$ cat src/hw/rtl/olasr_pkg.sv
package olasr_pkg;

    // Default sizing of the list.
    localparam int OLASR_DEPTH       = 64;
    localparam int OLASR_VALUE_WIDTH = 32;

    // Fixed widths of the command and result words.
    localparam int OLASR_VALUE_BITS = 32;
    localparam int OLASR_COUNT_BITS = 7;

    typedef enum logic [1:0] {
        CMD_APPEND   = 2'd0,
        CMD_CONTAINS = 2'd1,
        CMD_REMOVE   = 2'd2,
        CMD_CLEAR    = 2'd3
    } olasr_cmd_t;

    typedef enum logic {
        ST_IDLE = 1'b0,
        ST_SCAN = 1'b1
    } olasr_state_t;

    typedef struct packed {
        olasr_cmd_t                  command;
        logic [OLASR_VALUE_BITS-1:0] value;
    } olasr_in_t;

    typedef struct packed {
        logic                        hit;
        logic                        full_drop;
        logic [OLASR_COUNT_BITS-1:0] count;
    } olasr_out_t;

endpackage

$ cat src/hw/rtl/ordered_list_append_search_remove.sv
// Ordered list of up to DEPTH values kept in insertion order. A command word
// is taken at a rising edge where start is high and busy is low. Append and
// clear finish at once: their result word appears on result, marked by done,
// in the cycle after the command is taken, and busy stays low, so a new
// command may follow every cycle. Contains and remove walk the stored entries
// through the single read port of the entry memory, one entry per cycle,
// with busy high until every stored entry has been compared; the result
// appears, marked by done, in the first cycle in which busy is low again.
// Contains or remove on an empty list finishes like an append. The result is
// shown for exactly one cycle and cannot be held off, so the receiver must
// take it whenever done is high.
module ordered_list_append_search_remove
    import olasr_pkg::*;
#(
    parameter int DEPTH       = OLASR_DEPTH,
    parameter int VALUE_WIDTH = OLASR_VALUE_WIDTH
)
(
    input  logic       clk,
    input  logic       rst_n,
    input  logic       start,
    input  olasr_in_t  request,
    output logic       busy,
    output logic       done,
    output olasr_out_t result
);

    // Values are compared over their low VALUE_WIDTH bits, and never over
    // more than the width of the command value field.
    localparam int SW = (VALUE_WIDTH < OLASR_VALUE_BITS) ? VALUE_WIDTH : OLASR_VALUE_BITS;
    localparam int AW = (DEPTH > 1) ? $clog2(DEPTH) : 1;

    logic          mem_we;
    logic [AW-1:0] mem_waddr;
    logic [SW-1:0] mem_wdata;
    logic          mem_re;
    logic [AW-1:0] mem_raddr;
    logic [SW-1:0] mem_rdata;

    // The sequencer owns the count and drives the memory. During a remove
    // it reads one entry per cycle and, once the match has been passed,
    // writes each following entry one slot lower, so the search and the
    // compaction share a single pass.
    olasr_seq #(
        .DEPTH       (DEPTH),
        .VALUE_WIDTH (VALUE_WIDTH),
        .SW          (SW),
        .AW          (AW)
    ) u_seq (
        .clk       (clk),
        .rst_n     (rst_n),
        .start     (start),
        .request   (request),
        .busy      (busy),
        .done      (done),
        .result    (result),
        .mem_we    (mem_we),
        .mem_waddr (mem_waddr),
        .mem_wdata (mem_wdata),
        .mem_re    (mem_re),
        .mem_raddr (mem_raddr),
        .mem_rdata (mem_rdata)
    );

    // The entry store needs no reset: only slots below the count are read,
    // and each of them was written first.
    olasr_mem #(
        .DEPTH      (DEPTH),
        .DATA_WIDTH (SW),
        .AW         (AW)
    ) u_mem (
        .clk   (clk),
        .we    (mem_we),
        .waddr (mem_waddr),
        .wdata (mem_wdata),
        .re    (mem_re),
        .raddr (mem_raddr),
        .rdata (mem_rdata)
    );

endmodule

$ cat src/hw/rtl/olasr_mem.sv
module olasr_mem
    import olasr_pkg::*;
#(
    parameter int DEPTH      = OLASR_DEPTH,
    parameter int DATA_WIDTH = OLASR_VALUE_WIDTH,
    parameter int AW         = (DEPTH > 1) ? $clog2(DEPTH) : 1
)
(
    input  logic                  clk,
    input  logic                  we,
    input  logic [AW-1:0]         waddr,
    input  logic [DATA_WIDTH-1:0] wdata,
    input  logic                  re,
    input  logic [AW-1:0]         raddr,
    output logic [DATA_WIDTH-1:0] rdata
);

    // Simple dual-port storage with a registered read.
    logic [DATA_WIDTH-1:0] ram_reg [DEPTH];
    logic [DATA_WIDTH-1:0] rdata_reg;

    always_ff @(posedge clk)
    begin
        if (we)
        begin
            ram_reg[waddr] <= wdata;
        end
    end

    always_ff @(posedge clk)
    begin
        if (re)
        begin
            rdata_reg <= ram_reg[raddr];
        end
    end

    assign rdata = rdata_reg;

endmodule

$ cat src/hw/rtl/olasr_seq.sv
module olasr_seq
    import olasr_pkg::*;
#(
    parameter int DEPTH       = OLASR_DEPTH,
    parameter int VALUE_WIDTH = OLASR_VALUE_WIDTH,
    parameter int SW = (VALUE_WIDTH < OLASR_VALUE_BITS) ? VALUE_WIDTH : OLASR_VALUE_BITS,
    parameter int AW = (DEPTH > 1) ? $clog2(DEPTH) : 1
)
(
    input  logic            clk,
    input  logic            rst_n,
    input  logic            start,
    input  olasr_in_t       request,
    output logic            busy,
    output logic            done,
    output olasr_out_t      result,
    output logic            mem_we,
    output logic [AW-1:0]   mem_waddr,
    output logic [SW-1:0]   mem_wdata,
    output logic            mem_re,
    output logic [AW-1:0]   mem_raddr,
    input  logic [SW-1:0]   mem_rdata
);

    localparam int CW = $clog2(DEPTH + 1);

    olasr_state_t state_reg, state_next;

    logic [CW-1:0]               count_reg, count_next;
    logic [CW-1:0]               rd_ptr_reg, rd_ptr_next;
    logic [CW-1:0]               ridx_reg, ridx_next;
    logic                        rv_reg, rv_next;
    logic                        found_reg, found_next;
    logic                        remove_reg, remove_next;
    logic [SW-1:0]               key_reg, key_next;
    logic                        done_reg, done_next;
    logic                        hit_reg, hit_next;
    logic                        drop_reg, drop_next;
    logic [OLASR_COUNT_BITS-1:0] rcount_reg, rcount_next;

    logic          accept;
    logic          scan_cmd;
    logic          match;
    logic          last;
    logic [CW-1:0] ridx_prev;

    assign accept    = start && (state_reg == ST_IDLE);
    assign scan_cmd  = (request.command == CMD_CONTAINS) || (request.command == CMD_REMOVE);
    assign match     = (mem_rdata == key_reg);
    assign last      = rv_reg && (ridx_reg == (count_reg - CW'(1)));
    assign ridx_prev = ridx_reg - CW'(1);

    always_comb
    begin
        state_next = state_reg;
        case (state_reg)
            ST_IDLE:
            begin
                if (accept && scan_cmd && (count_reg != '0))
                begin
                    state_next = ST_SCAN;
                end
            end
            ST_SCAN:
            begin
                if (last)
                begin
                    state_next = ST_IDLE;
                end
            end
            default:
            begin
                state_next = ST_IDLE;
            end
        endcase
    end

    always_comb
    begin
        count_next  = count_reg;
        rd_ptr_next = rd_ptr_reg;
        ridx_next   = ridx_reg;
        rv_next     = 1'b0;
        found_next  = found_reg;
        remove_next = remove_reg;
        key_next    = key_reg;
        done_next   = 1'b0;
        hit_next    = hit_reg;
        drop_next   = drop_reg;
        mem_we      = 1'b0;
        mem_waddr   = count_reg[AW-1:0];
        mem_wdata   = request.value[SW-1:0];
        mem_re      = 1'b0;
        mem_raddr   = rd_ptr_reg[AW-1:0];

        case (state_reg)
            ST_IDLE:
            begin
                if (accept)
                begin
                    hit_next  = 1'b0;
                    drop_next = 1'b0;
                    case (request.command)
                        CMD_APPEND:
                        begin
                            done_next = 1'b1;
                            if (count_reg < CW'(DEPTH))
                            begin
                                mem_we     = 1'b1;
                                count_next = count_reg + CW'(1);
                            end
                            else
                            begin
                                drop_next = 1'b1;
                            end
                        end
                        CMD_CONTAINS, CMD_REMOVE:
                        begin
                            if (count_reg == '0)
                            begin
                                done_next = 1'b1;
                            end
                            else
                            begin
                                key_next    = request.value[SW-1:0];
                                remove_next = (request.command == CMD_REMOVE);
                                rd_ptr_next = '0;
                                found_next  = 1'b0;
                            end
                        end
                        CMD_CLEAR:
                        begin
                            done_next  = 1'b1;
                            count_next = '0;
                        end
                        default:
                        begin
                            done_next = 1'b1;
                        end
                    endcase
                end
            end
            ST_SCAN:
            begin
                // Issue one read per cycle until every entry has been fetched.
                if (rd_ptr_reg < count_reg)
                begin
                    mem_re      = 1'b1;
                    rv_next     = 1'b1;
                    ridx_next   = rd_ptr_reg;
                    rd_ptr_next = rd_ptr_reg + CW'(1);
                end
                // Compare the returning entry, or move it down one slot once
                // the match of a remove has been passed.
                if (rv_reg)
                begin
                    if (!found_reg)
                    begin
                        found_next = match;
                    end
                    else if (remove_reg)
                    begin
                        mem_we    = 1'b1;
                        mem_waddr = ridx_prev[AW-1:0];
                        mem_wdata = mem_rdata;
                    end
                end
                if (last)
                begin
                    done_next = 1'b1;
                    hit_next  = found_reg || match;
                    if (remove_reg && (found_reg || match))
                    begin
                        count_next = count_reg - CW'(1);
                    end
                end
            end
            default:
            begin
                done_next = 1'b0;
            end
        endcase

        rcount_next = done_next ? OLASR_COUNT_BITS'(count_next) : rcount_reg;
    end

    always_ff @(posedge clk or negedge rst_n)
    begin
        if (!rst_n)
        begin
            state_reg <= ST_IDLE;
            count_reg <= '0;
            rv_reg    <= 1'b0;
            done_reg  <= 1'b0;
        end
        else
        begin
            state_reg <= state_next;
            count_reg <= count_next;
            rv_reg    <= rv_next;
            done_reg  <= done_next;
        end
    end

    always_ff @(posedge clk)
    begin
        rd_ptr_reg <= rd_ptr_next;
        ridx_reg   <= ridx_next;
        found_reg  <= found_next;
        remove_reg <= remove_next;
        key_reg    <= key_next;
        hit_reg    <= hit_next;
        drop_reg   <= drop_next;
        rcount_reg <= rcount_next;
    end

    assign busy             = (state_reg != ST_IDLE);
    assign done             = done_reg;
    assign result.hit       = hit_reg;
    assign result.full_drop = drop_reg;
    assign result.count     = rcount_reg;

    // The entry count never goes past the capacity of the list.
    a_count_bound: assert property (@(posedge clk) disable iff (!rst_n)
        count_reg <= CW'(DEPTH))
        else $error("entry count exceeds depth");

    // During a scan the count only changes when the scan finishes.
    a_count_stable_scan: assert property (@(posedge clk) disable iff (!rst_n)
        (state_reg == ST_SCAN) && $past(state_reg == ST_SCAN) && !$past(last)
        |-> $stable(count_reg))
        else $error("count changed in the middle of a scan");

    // During a scan the memory is written only to close the gap of a remove.
    a_shift_write: assert property (@(posedge clk) disable iff (!rst_n)
        (state_reg == ST_SCAN) && mem_we |-> found_reg && remove_reg && rv_reg)
        else $error("write during scan without a removed match");

    // The read pointer never runs past the valid entries.
    a_rd_ptr_bound: assert property (@(posedge clk) disable iff (!rst_n)
        (state_reg == ST_SCAN) |-> rd_ptr_reg <= count_reg)
        else $error("read pointer beyond entry count");

    // The end of a scan always raises the result strobe and frees the block.
    a_scan_end: assert property (@(posedge clk) disable iff (!rst_n)
        (state_reg == ST_SCAN) && last |=> done_reg && (state_reg == ST_IDLE))
        else $error("scan ended without a result");

endmodule
$ cat config.mk
export PLATFORM = sky130hd
export DESIGN_NAME = ordered_list_append_search_remove
export DESIGN_NICKNAME = d
export VERILOG_FILES = /design/src/hw/rtl/olasr_pkg.sv /design/src/hw/rtl/ordered_list_append_search_remove.sv /design/src/hw/rtl/olasr_mem.sv /design/src/hw/rtl/olasr_seq.sv
export SDC_FILE = /design/constraint.sdc
export NUM_CORES = 2
export LEC_CHECK = 0
export ABC_CLOCK_PERIOD_IN_PS = 4000
export BUFFER_PORTS_ARGS = -buffer_cell sky130_fd_sc_hd__buf_4
export CAP_MARGIN = 20
export CORE_UTILIZATION = 35
export DETAILED_ROUTE_END_ITERATION = 12
export PLACE_DENSITY = 0.47
export SLEW_MARGIN = 20
export SYNTH_ARGS = -nofsm -noshare
export SYNTH_HDL_FRONTEND = slang
export SYNTH_HIERARCHICAL = 1
export SYNTH_SLANG_ARGS = --single-unit
$ cat constraint.sdc
create_clock -name clk -period 4 [get_ports clk]
set_input_delay 0.4 -clock clk [delete_from_list [all_inputs] [get_ports clk]]
set_output_delay 0.4 -clock clk [all_outputs]
set_load 0.01 [all_outputs]
==> results.ini <==
[logic_synthesis]
async_flop_share=0.00466
seq_area_frac_synth=0.779
synth_area_per_cell_sq_um=22.7
synth.distinct_cells=60
netlist_area_sq_um=82700
synth_cells=3638
yosysWarningCount=6
synth_seq_cells=2147
synth_nets=3687
synth_edf_count=2137
synth_ff_type=edfxtp_1

[drt]
avgViaCountPerCell=5.30
vias=38800
drc=0
drtPass1Iterations=5
wl_um=231000
drt.antenna.violating_nets=0
dr.first_iter.drc_count=3893
wl_per_cell_um=31.5

[critical_path]
critPathRequiredTime_ns=4.51
crit_type=reg -> reg
crit_path_start_kind=flip-flop
cp-end-kind=flip-flop
crit_arrival_ns=4.13
crit_fanout=28

[finish]
final_cell_mix=edfxtp_1, mux4_2, buf_4
final_cells=7333
drive_gt1_frac=0.299
layout.nets=4051
area_delta_synth_final_pct=16.5
largest_register_ffs=2048
layout_commonest_cell=edfxtp_1
fillers=20600

[clock_network]
cts.clk_slew.worst_paths_ns=0.07
cts_setup_buffers=0
tritoncts=done
cts_resized=0
cts_buffer_depth=3
h-tree-depth=4
insertion_delay_ns=0.86
clock_sinks=2147
cts_hold_buffers=35
root_buffer=clkbuf_16
numCtsBuffers=218

[flow_run]
max_cap_viol_count=0

[floorplan]
die_y_um=488
die_w_um=488
dieArea_sq_um=238000
start_util=0.352
ios=48
core_sq_um=235000
placementRows=178

[timing]
setup_tns_ns=0
max_freq_mhz=276
rsz0062_at_grt=false
min_period_ns=3.62
slew_viol_final=0
relSlewSlack=0.323
hold_viol_final=0
finalCritPeriodShare=0.904
setup_viol=0
worstMarginPinSlew_ns=1.02
fin_skew_ns=0.0359

[global_routing]
busiest_layer=met2
grtUsageMet3=0.0356
antenna_found_initial=15
grt.total_usage=0.195
gr-total-overflow=0
grt_pass1_vias=40100
grt_use_met1=0.270
met2_usage=0.319
grt_pass1_wl_um=323000
grt_max_degree=92

[placed_design]
io_buffers=47
dp_hpwl_um=136000
gp_congestion=0.840
place_inst=6897

[worst_hold_path]
worstHoldPathType=in -> reg

[power_and_ir_drop]
power_leakage_uw=0.0289
irDropWorstVdd_mv=0.337
power_per_cell_area_nw_per_um2=455

[outcome]
status=finished clean

## metrics by stage
| step | area [sq um] | power, uW | utilization | worst slack [ns] | hold WS [ns] |
|---|---|---|---|---|---|
| 2_1_floorplan | 82700 | 25000 | - | 0.0974 | 0.104 |
| 3_3_place_gp | 89300 | 25100 | 0.380 | 0.550 | 0.263 |
| 3_5_place_dp | 89400 | 25100 | 0.380 | 0.508 | 0.260 |
| 4_1_cts | 96300 | 44300 | 0.410 | 0.471 | 0.0600 |
| 5_1_grt | 96300 | 45100 | 0.410 | 0.206 | 0.130 |
| 6_report | 96300 | 43800 | 0.410 | 0.383 | 0.153 |
## layout make-up
| cell class | count | area [sq um] | area share |
|---|---|---|---|
| clock buffer | 270 | 5690 | 0.0591 |
| clock inverter | 126 | 898 | 0.00933 |
| inverter | 15 | 56.3 | 0.000585 |
| sequential | 2147 | 64400 | 0.669 |
| timing repair buffer | 345 | 3540 | 0.0367 |
| antenna | 5 | 12.5 | 0.000130 |
| multi-input combinational | 1275 | 17800 | 0.184 |
| tap | 3150 | 3940 | 0.0409 |
## path summary, 6_finish.rpt
check	from	to	slack [ns]	cells past startpoint
worst max-delay path	u_seq/busy	u_mem/ram_reg[24][10]	0.38	10
worst min-delay path	request[32]	u_seq/remove_reg	0.15	3
worst max register to register	u_seq/busy	u_mem/ram_reg[24][10]	0.38	10
worst min register to register	u_seq/rd_ptr_reg[6]	u_seq/ridx_reg[6]	0.57	0
max in group asynchronous	rst_n	u_seq/count_reg[0]	2.89	3
min in group asynchronous	rst_n	u_seq/rv_reg	0.67	3
## report_power, final
| group | total (uW) | switching (uW) | internal [uW] |
|---|---|---|---|
| logic | 233 | 169 | 63.5 |
| registers | 24500 | 0.825 | 24500 |
| clock network | 19100 | 8540 | 10600 |
| total | 43800 | 8710 | 35100 |
## kinds of logic after synthesis
family          share of synthesized area
xor+xnor                          0.00669
compound gates                     0.0184
simple gates                       0.0172
flops                               0.779
fa+ha+maj                         0.00182
mux                                 0.164
buf+inv                            0.0127
## worst max-delay path: stages (launching register included)
cell	delay [ns]
dfrtp_1	0.47
inv_2	0.30
nand2_1	0.31
inv_1	0.20
nand3_1	0.16
nand2_1	0.23
nor2b_1	0.27
nand2_1	0.42
buf_4	0.35
nor2_4	0.23
buf_12	0.28
## metal layers
layer,wire (um),share of wire,vias up
met5,0,0,-
met4,4750,0.021,0
met3,13000,0.057,237
met2,113000,0.49,1057
met1,100000,0.43,21400
li1,-,-,16200
## cell usage after synthesis, types with 2 or more instances
cell type | number | share of area
dfrtp_1 | 10 | 0.0030
nor3_1 | 10 | 0.00061
nor2_1 | 151 | 0.0069
buf_1 | 22 | 0.0010
nand2b_1 | 10 | 0.00076
o32ai_1 | 4 | 0.00042
or3_1 | 4 | 0.00030
o21ai_0 | 10 | 0.00061
nand3_1 | 9 | 0.00054
clkbuf_1 | 81 | 0.0037
or3b_2 | 3 | 0.00032
o221ai_1 | 27 | 0.0029
xnor2_1 | 51 | 0.0054
buf_2 | 59 | 0.0036
and2_1 | 4 | 0.00030
nand3b_1 | 5 | 0.00045
or3b_1 | 2 | 0.00021
nor2b_1 | 15 | 0.0011
o22ai_1 | 91 | 0.0069
a311oi_1 | 8 | 0.00085
nor4_1 | 4 | 0.00030
mux4_2 | 544 | 0.15
xor2_1 | 9 | 0.00095
mux2_2 | 33 | 0.0045
a31oi_1 | 2 | 0.00015
o21ai_1 | 2 | 0.00012
and3_1 | 6 | 0.00045
mux2i_1 | 94 | 0.011
ha_1 | 12 | 0.0018
a22oi_1 | 12 | 0.0011
inv_1 | 14 | 0.00064
a41o_1 | 4 | 0.00048
nor4b_2 | 2 | 0.00036
nand2_1 | 45 | 0.0020
buf_6 | 6 | 0.00082
edfxtp_1 | 2137 | 0.78
nand4_1 | 13 | 0.00098
a21o_1 | 4 | 0.00036
a21oi_1 | 66 | 0.0040
buf_4 | 33 | 0.0030
Note: power is estimated with default switching activity, not from simulation.
